===== config.mk =====
export PLATFORM = sky130hd
export DESIGN_NAME = z80_accumulator_flag_ops_unit_flat
export DESIGN_NICKNAME = d
export VERILOG_FILES = /design/src/hdl/z80afo_pkg.sv /design/src/hdl/z80afo_if.sv /design/src/hdl/z80afo_alu.sv /design/src/hdl/z80_accumulator_flag_ops_unit.sv /design/src/flat_wrapper.sv
export SDC_FILE = /design/constraint.sdc
export NUM_CORES = 1
export LEC_CHECK = 0
export BUFFER_PORTS_ARGS = -buffer_cell sky130_fd_sc_hd__buf_2
export CORE_MARGIN = 1
export CORE_UTILIZATION = 39
export DETAILED_ROUTE_END_ITERATION = 10
export RECOVER_POWER = 25
export SLEW_MARGIN = 20
export SYNTH_ARGS = -nofsm -noshare
export SYNTH_HDL_FRONTEND = slang
export SYNTH_HIERARCHICAL = 1
export SYNTH_SLANG_ARGS = --single-unit

===== constraint.sdc =====
create_clock -name clk -period 3.9 [get_ports clk]
set_input_delay 0.78 -clock clk [delete_from_list [all_inputs] [get_ports clk]]
set_output_delay 0.78 -clock clk [all_outputs]
set_load 0.005 [all_outputs]

===== src/hdl/z80afo_pkg.sv =====
// shared types, flag positions and helpers for the accumulator and flag unit
package z80afo_pkg;

	typedef enum logic [2:0] {
		CMD_DAA  = 3'd0,
		CMD_CPL  = 3'd1,
		CMD_NEG  = 3'd2,
		CMD_CCF  = 3'd3,
		CMD_SCF  = 3'd4,
		CMD_NOFL = 3'd5
	} cmd_t;

	// flag bit positions
	localparam int FLAG_S = 7;
	localparam int FLAG_Z = 6;
	localparam int FLAG_X = 5;
	localparam int FLAG_H = 4;
	localparam int FLAG_Y = 3;
	localparam int FLAG_P = 2;
	localparam int FLAG_N = 1;
	localparam int FLAG_C = 0;

	// decimal adjust limits and correction digit, and the neg overflow value
	localparam logic [7:0] DAA_HI_LIMIT = 8'h99;
	localparam logic [3:0] DAA_LO_LIMIT = 4'hA;
	localparam logic [3:0] DAA_CORR     = 4'h6;
	localparam logic [3:0] DAA_H_BORROW = 4'h6;
	localparam logic [7:0] NEG_OVF_VAL  = 8'h80;

	typedef struct packed {
		cmd_t       cmd;
		logic [7:0] acc_in;
		logic [7:0] flags_in;
		logic       prev_wrote_flags;
	} in_beat_t;

	typedef struct packed {
		logic [7:0] acc_out;
		logic [7:0] flags_out;
		logic       wrote_flags;
	} out_beat_t;

	// sign, zero, even parity and the two undocumented bits of a result byte
	function automatic logic [7:0] szpxy(input logic [7:0] a);
		logic [7:0] f;
		f         = 8'h00;
		f[FLAG_S] = a[7];
		f[FLAG_Z] = (a == 8'h00);
		f[FLAG_X] = a[5];
		f[FLAG_Y] = a[3];
		f[FLAG_P] = ~^a;
		return f;
	endfunction

endpackage


===== src/hdl/z80afo_if.sv =====
// valid/ready channel interfaces for instruction beats and result beats
interface z80afo_in_if;
	logic                 valid;
	logic                 ready;
	z80afo_pkg::in_beat_t data;

	modport source (output valid, output data, input ready);
	modport sink   (input valid, input data, output ready);
endinterface

interface z80afo_out_if;
	logic                  valid;
	logic                  ready;
	z80afo_pkg::out_beat_t data;

	modport source (output valid, output data, input ready);
	modport sink   (input valid, input data, output ready);
endinterface


===== src/hdl/z80afo_alu.sv =====
// combinational execute logic for daa, cpl, neg, ccf, scf and flagless ops
module z80afo_alu (
	input  z80afo_pkg::in_beat_t  op,
	output z80afo_pkg::out_beat_t res
);
	import z80afo_pkg::*;

	logic [3:0] lo;
	logic       n, h, c;
	logic       lo_fix, hi_fix, daa_h;
	logic [7:0] corr, daa_acc, neg_acc;
	logic [7:0] xy_flags;

	always_comb begin
		lo     = op.acc_in[3:0];
		n      = op.flags_in[FLAG_N];
		h      = op.flags_in[FLAG_H];
		c      = op.flags_in[FLAG_C];
		lo_fix = h || (lo >= DAA_LO_LIMIT);
		hi_fix = c || (op.acc_in > DAA_HI_LIMIT);
		corr   = {(hi_fix ? DAA_CORR : 4'h0), (lo_fix ? DAA_CORR : 4'h0)};
		daa_acc = n ? (op.acc_in - corr) : (op.acc_in + corr);
		daa_h   = n ? (h && (lo < DAA_H_BORROW)) : (lo >= DAA_LO_LIMIT);
		neg_acc = 8'h00 - op.acc_in;

		// ccf/scf: copy a bits 5 and 3 after a flag write, or them in otherwise
		xy_flags = op.flags_in;
		if (op.prev_wrote_flags) begin
			xy_flags[FLAG_X] = op.acc_in[5];
			xy_flags[FLAG_Y] = op.acc_in[3];
		end else begin
			xy_flags[FLAG_X] = op.flags_in[FLAG_X] | op.acc_in[5];
			xy_flags[FLAG_Y] = op.flags_in[FLAG_Y] | op.acc_in[3];
		end

		res.acc_out     = op.acc_in;
		res.flags_out   = op.flags_in;
		res.wrote_flags = 1'b1;

		unique case (op.cmd)
			CMD_DAA: begin
				res.acc_out           = daa_acc;
				res.flags_out         = szpxy(daa_acc);
				res.flags_out[FLAG_H] = daa_h;
				res.flags_out[FLAG_N] = n;
				res.flags_out[FLAG_C] = hi_fix;
			end
			CMD_CPL: begin
				res.acc_out           = ~op.acc_in;
				res.flags_out[FLAG_X] = ~op.acc_in[5];
				res.flags_out[FLAG_Y] = ~op.acc_in[3];
				res.flags_out[FLAG_H] = 1'b1;
				res.flags_out[FLAG_N] = 1'b1;
			end
			CMD_NEG: begin
				res.acc_out           = neg_acc;
				res.flags_out         = szpxy(neg_acc);
				res.flags_out[FLAG_P] = (neg_acc == NEG_OVF_VAL);
				res.flags_out[FLAG_H] = (neg_acc[3:0] != 4'h0);
				res.flags_out[FLAG_N] = 1'b1;
				res.flags_out[FLAG_C] = (neg_acc != 8'h00);
			end
			CMD_CCF: begin
				res.flags_out         = xy_flags;
				res.flags_out[FLAG_H] = c;
				res.flags_out[FLAG_N] = 1'b0;
				res.flags_out[FLAG_C] = ~c;
			end
			CMD_SCF: begin
				res.flags_out         = xy_flags;
				res.flags_out[FLAG_H] = 1'b0;
				res.flags_out[FLAG_N] = 1'b0;
				res.flags_out[FLAG_C] = 1'b1;
			end
			default: begin
				// flagless and unused codes pass through
				res.wrote_flags = 1'b0;
			end
		endcase
	end

endmodule


===== src/hdl/z80_accumulator_flag_ops_unit.sv =====
// top level: two-stage pipeline around the accumulator and flag execute logic
//
//  channel  | role | payload                                      | beat
//  ---------+------+----------------------------------------------+-----------------
//  item     | sink | cmd, acc_in, flags_in, prev_wrote_flags      | one instruction
//  result   | src  | acc_out, flags_out, wrote_flags              | one per item
//
//  one beat per cycle sustained while the result channel does not stall
//  stage 1 registers the instruction, stage 2 registers the executed result
//  the execute logic is a single short pass: 8-bit add/sub for daa and neg and some muxing
//  a stalled result holds stage 2; stage 1 still fills, so two beats can wait
//  reset clears both valid bits; payload registers are not reset
module z80_accumulator_flag_ops_unit (
	input  logic           clk,
	input  logic           arst_n,
	z80afo_in_if.sink      item,
	z80afo_out_if.source   result
);
	import z80afo_pkg::*;

	// stage 1: captured instruction
	logic      valid_s1;
	in_beat_t  op_s1;

	// stage 2: executed result
	logic      valid_s2;
	out_beat_t res_s2;

	out_beat_t res_comb;
	logic      ready_s1, ready_s2;

	// each stage takes a beat when empty or when its contents move on
	assign ready_s2   = !valid_s2 || result.ready;
	assign ready_s1   = !valid_s1 || ready_s2;
	assign item.ready = ready_s1;

	always_ff @(posedge clk or negedge arst_n) begin
		if (!arst_n) begin
			valid_s1 <= 1'b0;
		end else if (ready_s1) begin
			valid_s1 <= item.valid;
		end
	end

	always_ff @(posedge clk) begin
		if (ready_s1 && item.valid) begin
			op_s1 <= item.data;
		end
	end

	// single-pass execute
	z80afo_alu u_alu (
		.op  (op_s1),
		.res (res_comb)
	);

	always_ff @(posedge clk or negedge arst_n) begin
		if (!arst_n) begin
			valid_s2 <= 1'b0;
		end else if (ready_s2) begin
			valid_s2 <= valid_s1;
		end
	end

	always_ff @(posedge clk) begin
		if (ready_s2 && valid_s1) begin
			res_s2 <= res_comb;
		end
	end

	assign result.valid = valid_s2;
	assign result.data  = res_s2;

	// input stalls only when both stages hold beats
	a_stall_full: assert property (@(posedge clk) disable iff (!arst_n)
		!item.ready |-> (valid_s1 && valid_s2))
		else $error("input stalled with a free stage");

	// the flags-written mark follows the opcode that produced the result
	a_wrote_mark: assert property (@(posedge clk) disable iff (!arst_n)
		(valid_s1 && ready_s2) |=> (res_s2.wrote_flags ==
			(($past(op_s1.cmd) == CMD_DAA) || ($past(op_s1.cmd) == CMD_CPL) ||
			 ($past(op_s1.cmd) == CMD_NEG) || ($past(op_s1.cmd) == CMD_CCF) ||
			 ($past(op_s1.cmd) == CMD_SCF))))
		else $error("wrote_flags does not match opcode");

	// a flagless instruction leaves accumulator and flags untouched
	a_flagless_pass: assert property (@(posedge clk) disable iff (!arst_n)
		(valid_s1 && ready_s2 && !res_comb.wrote_flags) |=>
			((res_s2.acc_out == $past(op_s1.acc_in)) &&
			 (res_s2.flags_out == $past(op_s1.flags_in))))
		else $error("flagless instruction changed state");

endmodule


===== src/flat_wrapper.sv =====
// flat-port wrapper written by rule: the top's interface ports become plain ports
module z80_accumulator_flag_ops_unit_flat import z80afo_pkg::*;
  (clk, arst_n, item_valid, item_data, item_ready, result_valid, result_data, result_ready);
  z80afo_in_if item_i ();
  z80afo_out_if result_i ();
  input  logic clk;
  input  logic arst_n;
  input wire logic [$bits(item_i.valid)-1:0] item_valid;
  input wire logic [$bits(item_i.data)-1:0] item_data;
  output wire logic [$bits(item_i.ready)-1:0] item_ready;
  output wire logic [$bits(result_i.valid)-1:0] result_valid;
  output wire logic [$bits(result_i.data)-1:0] result_data;
  input wire logic [$bits(result_i.ready)-1:0] result_ready;
  assign item_i.valid = item_valid;
  assign item_i.data = item_data;
  assign item_ready = item_i.ready;
  assign result_valid = result_i.valid;
  assign result_data = result_i.data;
  assign result_i.ready = result_ready;
  z80_accumulator_flag_ops_unit u_core (.clk(clk), .arst_n(arst_n), .item(item_i), .result(result_i));
endmodule

==> results.cfg, run 1 <==
[global_routing]
grt_max_degree = 30
grt_pass1_vias = 1606
grt_usage = 0.1731
antenna_found_initial = 0
gr-total-overflow = 0
grt_pass1_wl_um = 8231

[timing]
fin_crit_sh = 0.9181
final-hold-violation-count = 0
fin_skew_ps = 5.585
grt_setup_unrepaired = no
finalSetupTns_ps = 0
min_period_ps = 3580
final_max_slew_viol_count = 0
timing.fmax_ghz = 0.2793
setup_viol = 0
worst_pin_slew_ps = 887.0
max_slew_margin = 0.4087
fin_ws_ps = 319.5

[pwr]
p_comb_frac = 0.240
pwr-share-seq = 0.466
total_power_mw = 1.137
leakage_nw = 1.115
switching_share = 0.2844
p_switching_uw = 323.2
p_per_area_mw_per_mm2 = 404.5
internal-power_uw = 813.5
ir_drop_uv = 221.2
clkPwrFrac = 0.294

[logic_synthesis]
postSynthCellCount = 235
yosysTopAreaCellShare = 0.4587
ys_ff_latch = 39
synth_area_mm2 = 0.002422
synth_nets = 275
synthArstFlopShare = 0.05128
synth_edf_count = 37
synth_mux_area_frac = 0.004132
yosys.area.top_type = edfxtp_1
synth_fa_ha_area_frac = 0.08264
ys_seq_area_frac = 0.4793
synth_top_family_by_area = compound AO/OA/AOI/OAI gates
synth_compound_area_frac = 0.1761
ys.flop_type = edfxtp_1
synth_simple_gate_area_frac = 0.1550
yosys.area_share.xor_xnor = 0.05785
avgSynthCellArea_um2 = 10.31
ys_types = 54
synth.area.top_cells = edfxtp_1, ha_1, o21ai_0, a21oi_1, xor2_1
yosys_warnings = 6

[setup_path]
worstSetupEndpointType = flip-flop
worstSetupPathType = reg -> reg
path_cells = inv_2, ha_1, o21bai_1, a311o_1, a21oi_2, ha_1, inv_1, o21ai_0, ha_1, nand2_1, o21ai_0, xnor2_1, inv_1, ha_1, xor2_1, xnor2_1, o221ai_2
critPathMaxFanout = 4
reg2regPathDepth = 17
slowest_stage = edfxtp_1
crit_start = u_core/op_s1[9]$_DFFE_PP_
crit_buf_inv = 3
cp_slowest_stage_delay_ps = 450
crit_cells = 17
r2r_end = u_core/result.data[3]$_DFFE_PP_
worstSetupStartpointType = flip-flop
crit_path_frequent_cell = ha_1
required_ps = 3940
cp-endpoint = u_core/result.data[3]$_DFFE_PP_
crit_family = adder cells
arrival_ps = 3620
timing.rr.start = u_core/op_s1[9]$_DFFE_PP_
rrSetupSlack_ps = 320

[clock_tree]
tritoncts = built
clkTransAtPathRegs_ps = 80
h-tree-depth = 2
cts_sinks = 39
clk_latency_ps = 290
numCtsBuffers = 5
root_buffer = clkbuf_8
clockBufferDepth = 2

[floorplan]
core_mm2 = 0.005956
fp-row-count = 28
floorplan.initialDensity = 0.4067
dieArea_mm2 = 0.006530
die-height_um = 80.81
die_w_um = 80.81
ios = 43

[placed_design]
pre_cts_slack_ps = 198.0
io_buffers = 42
dp_hpwl_um = 3850
place_congestion = 0.8439
dp_cells = 344
postPlaceCellArea_mm2 = 0.002708

[finish]
areaGrowthSynthToFinish_pct = 16.01
final_cell_count_no_fill = 352
drive_above_1_share = 0.2383
layout.nets = 316
final_common_cell = buf_2
layout_common_cells = buf_2, edfxtp_1, o21ai_0, nor2_1, a21oi_1
final_area_mm2 = 0.002810
antenna_cells = 0

[route]
drt_iter0_drc = 136
ant_nets = 0
viasPerCell = 5.335
drc = 0
vias = 1878
wl_um = 5258
routedWlPerCell_um = 14.94
dr.pass1.iters = 5

[status]
status = complete, no violations

[run]
cap_viol_max_count = 0

[min_path]
hold_path_class = in -> async
[metrics by stage]
step                utilization  hold WS, ps
floorplan                     -        484.4
global placement         0.4546        539.0
detailed placement       0.4546        546.8
CTS                      0.4735        246.7
global route             0.4718        239.5
finish                   0.4718        256.8
[metal layers]
metal / vias to the layer above / global-route usage / routed length [µm]
li1: 946 / - / -
met1: 849 / 0.2523 / 2530
met2: 75 / 0.2555 / 2395
met3: 8 / 0.03708 / 258
met4: 0 / 0.05357 / 74
met5: - / 0 / 0
[logic make-up after synthesis]
family | count (synthesis)
buffers and inverters | 26
and+or+nand+nor | 69
muxes | 1
DFF | 39
AOI/OAI and AO/OA | 68
xor gates and xnor gates | 16
adders and majority gates | 16
[worst register-to-register path, cell delays in order, from the launching register on]
cell and delay [ps]:
edfxtp_1 450, inv_2 130, ha_1 150, o21bai_1 70, a311o_1 380, a21oi_2 210
ha_1 260, inv_1 50, o21ai_0 70, ha_1 350, nand2_1 60, o21ai_0 180
xnor2_1 140, inv_1 90, ha_1 290, xor2_1 180, xnor2_1 160, o221ai_2 110
[flip-flops by register name (all words and copies together) (netlist names)]
name and cells:
u_core/valid_s1 1, u_core/result.valid 1, u_core/result.data 17, u_core/op_s1 20
[synthesized netlist by cell type (2+ instances only)]
library cell,count
edfxtp_1,37
o21ai_0,22
a21oi_1,19
nor2_1,18
nand2_1,17
ha_1,16
inv_1,11
xor2_1,10
clkbuf_1,9
nor3_1,7
xnor2_1,6
nand2b_1,5
nand3_1,4
a211oi_1,3
a31oi_1,3
buf_2,3
dfrtp_1,2
nand4_1,2
o21a_1,2
o221ai_1,2
o22ai_1,2
o31ai_1,2
or3_1,2
[power groups by stage]
stage / logic, mW / registers (mW) / clock network (mW)
floorplan: 0.203 / 0.528 / 0
global placement: 0.269 / 0.540 / 0
detailed placement: 0.272 / 0.540 / 0
CTS: 0.274 / 0.531 / 0.344
global route: 0.308 / 0.535 / 0.359
finish: 0.272 / 0.530 / 0.334
[worst min-delay path by stage]
stage                                      endpoint  slack [ps]  depth (start not counted)
CTS                     u_core/valid_s1$_DFFE_PN0P_         250                          1
global route            u_core/valid_s1$_DFFE_PN0P_         240                          1
finish                  u_core/valid_s1$_DFFE_PN0P_         260                          1
global placement    u_core/result.valid$_DFFE_PN0P_         540                          1
floorplan           u_core/result.valid$_DFFE_PN0P_         480                          0
detailed placement  u_core/result.valid$_DFFE_PN0P_         550                          1
[area by class of cell]
| class | instances | area [µm²] |
|---|---|---|
| Tap cell | 75 | 93.84 |
| Clock buffer | 5 | 68.82 |
| Inverter | 12 | 45.04 |
| Clock inverter | 3 | 43.79 |
| Fill cell | 591 | 3146 |
| Multi-Input combinational cell | 170 | 1144 |
| Sequential cell | 39 | 1161 |
| Timing Repair Buffer | 48 | 254.0 |
[what timing repair did]
action                     in CTS  in global routing
hold buffers                    0                  0
buffers inserted                0                  0
setup endpoints to repair       0                  1
gates resized for setup         0                  2
No activity file was read; power rests on OpenSTA's default activity.
==> inputs of run 2 (changes only) <==
--- a/config.mk
+++ b/config.mk
@@ -6,12 +6,11 @@
 export NUM_CORES = 1
 export LEC_CHECK = 0
 export BUFFER_PORTS_ARGS = -buffer_cell sky130_fd_sc_hd__buf_2
-export CORE_MARGIN = 1
+export CORE_MARGIN = 2
 export CORE_UTILIZATION = 39
 export DETAILED_ROUTE_END_ITERATION = 10
 export RECOVER_POWER = 25
 export SLEW_MARGIN = 20
 export SYNTH_ARGS = -nofsm -noshare
 export SYNTH_HDL_FRONTEND = slang
-export SYNTH_HIERARCHICAL = 1
 export SYNTH_SLANG_ARGS = --single-unit
==> results.cfg, run 2 <==
[setup_path]
worstSetupStartpointType = flip-flop
arrival_ps = 3680
worstSetupPathType = reg -> reg
crit_cells = 16
required_ps = 3920
crit_path_frequent_cell = ha_1
critPathMaxFanout = 6
timing.rr.start = u_core.op_s1[10]$_DFFE_PP_
worstSetupEndpointType = flip-flop
rrSetupSlack_ps = 230
crit_start = u_core.op_s1[10]$_DFFE_PP_
cp_slowest_stage_delay_ps = 490
crit_family = compound AO/OA/AOI/OAI gates
cp-endpoint = u_core.result.data[3]$_DFFE_PP_
reg2regPathDepth = 16
path_cells = inv_2, ha_1, o21bai_1, a311o_1, a21oi_2, buf_4, nand2_1, o21ai_0, ha_1, o41ai_1, a31o_2, ha_1, xor2_1, xnor2_1, a32oi_1, a21oi_1
slowest_stage = o41ai_1
crit_buf_inv = 2
r2r_end = u_core.result.data[3]$_DFFE_PP_

[finish]
final_core_util = 0.4595
layout_common_cells = buf_2, edfxtp_1, o21ai_0, nand2_1, ha_1
fill_cells = 612
final_common_cell = buf_2
top_register = u_core.op_s1
multi_input_area_mm2 = 0.001211
drive_above_1_share = 0.2308
largest_register_ffs = 20
areaGrowthSynthToFinish_pct = 16.05
regArea_mm2 = 0.001161
antenna_cells = 0
layout.nets = 325

[timing]
timing.fmax_ghz = 0.2728
finalSetupTns_ps = 0
grt_setup_unrepaired = no
max_slew_margin = 0.4150
min_period_ps = 3666
fin_crit_sh = 0.9399
fin_skew_ps = 3.969
final-hold-violation-count = 0
worst_pin_slew_ps = 877.5
setup_viol = 0
final_max_slew_viol_count = 0

[global_routing]
grt_max_degree = 27
gr-total-overflow = 0
grt_use_met1 = 0.2269
antenna_found_initial = 0
grt_busiest_layer = met2
grt_pass1_wl_um = 9232
met2_usage = 0.2575
grt_pass1_vias = 1854
grt_use_met3 = 0.03264
grt_usage = 0.1658

[pwr]
leakage_nw = 1.125
p_per_area_mw_per_mm2 = 382.9
ir_drop_uv = 188.1

[logic_synthesis]
ys_ff_latch = 39
synth_fa_ha_area_frac = 0.08101
ys_types = 51
synth_top_family_by_area = compound AO/OA/AOI/OAI gates
yosys_warnings = 0
synthTopCellsByCount = edfxtp_1, o21ai_0, nand2_1
synth.most_common_cell = edfxtp_1
synth_compound_area_frac = 0.2142
ys_seq_area_frac = 0.4699
synth.area.top_cells = edfxtp_1, ha_1, o21ai_0, nand2_1, a21oi_1
synth_edf_count = 37
synth_simple_gate_area_frac = 0.1392
yosys.area_share.xor_xnor = 0.04608
postSynthCellCount = 241
synth_nets = 281
synthArstFlopShare = 0.05128
synth_area_mm2 = 0.002471
avgSynthCellArea_um2 = 10.25
ys.flop_type = edfxtp_1
yosys.area.top_type = edfxtp_1
synth_mux_area_frac = 0.008101
yosysTopAreaCellShare = 0.4496

[clock_tree]
cts_sinks = 39
clk_latency_ps = 290
clockBufferDepth = 2
numCtsBuffers = 5
root_buffer = clkbuf_8
tritoncts = built
clkTransAtPathRegs_ps = 70
h-tree-depth = 2

[route]
viasPerCell = 5.438
dr.pass1.iters = 4
wl_um = 5501
ant_nets = 0
routedWlPerCell_um = 15.15
drc = 0
vias = 1974
drt_iter0_drc = 211

[placed_design]
dp_hpwl_um = 4046
io_buffers = 42
place_congestion = 0.8959

[floorplan]
fp-row-count = 29
core_mm2 = 0.006241
dieArea_mm2 = 0.006989
ios = 43
die-height_um = 83.60
floorplan.initialDensity = 0.3960
die_w_um = 83.60

[run]
cap_viol_max_count = 0

[min_path]
hold_path_class = in -> async

[status]
status = complete, no violations
-- run 2: routing by layer --
layer  wire length (µm)  vias to the layer above  part of all wire
li1                   -                      995                 -
met4                155                        0             0.028
met5                  0                        -                 0
met1               2636                      913              0.48
met2               2462                       54              0.45
met3                247                       12             0.045
-- run 2: kinds of logic after synthesis --
family                   after synthesis
AO/OA/AOI/OAI                         79
XOR/XNOR                              13
adder cells (fa/ha/maj)               16
buffers and inverters                 23
flip-flops                            39
multiplexers                           2
AND/OR/NAND/NOR                       69
-- run 2: final cells by class --
type | count | share of cell area
multi-input combinational | 179 | 0.4223
sequential | 39 | 0.4049
tap | 77 | 0.03360
clock buffer | 6 | 0.02531
clock inverter | 2 | 0.004363
inverter | 9 | 0.01178
timing repair buffer | 51 | 0.09773
-- run 2: timing repair --
item	in CTS	in global routing
hold buffers	0	0
resized for setup	0	5
endpoints found under the setup margin	0	1
buffers inserted	0	1
-- run 2: per-stage QoR --
step	power [mW]	cell area (µm²)	std cells	setup WS [ps]	hold slack (ps)
floorplan	0.7457	2471	241	128.6	449.0
global placement	0.8313	2769	354	208.0	472.6
detailed placement	0.8351	2769	354	87.29	479.8
CTS	1.105	2854	362	63.55	247.3
global route	1.173	2868	363	6.976	236.1
finish	1.098	2868	363	234.4	253.8
-- run 2: power by group --
part	internal (mW)	switching (mW)	leakage, nW
logic	0.139	0.164	0.708
registers	0.503	0.0261	0.376
clock network	0.125	0.142	0.0412
-- run 2: worst register-to-register path, delay by kind of cell (launching register included) --
| kind | cells | cell delay, ps |
|---|---|---|
| AO/OA/AOI/OAI | 8 | 1620 |
| adder cells (fa/ha/maj) | 3 | 730 |
| flip-flops | 1 | 420 |
| XOR/XNOR | 2 | 300 |
| buffers and inverters | 2 | 270 |
| AND/OR/NAND/NOR | 1 | 60 |
-- run 2: worst min-delay path by stage --
stage | startpoint | end | slack, ps | cells past startpoint
floorplan | u_core.valid_s1$_DFFE_PN0N_ | u_core.result.valid$_DFFE_PN0P_ | 450 | 1
global placement | u_core.valid_s1$_DFFE_PN0N_ | u_core.result.valid$_DFFE_PN0P_ | 470 | 1
detailed placement | u_core.valid_s1$_DFFE_PN0N_ | u_core.result.valid$_DFFE_PN0P_ | 480 | 1
CTS | arst_n | u_core.valid_s1$_DFFE_PN0N_ | 250 | 1
global route | arst_n | u_core.valid_s1$_DFFE_PN0N_ | 240 | 1
finish | arst_n | u_core.valid_s1$_DFFE_PN0N_ | 250 | 1
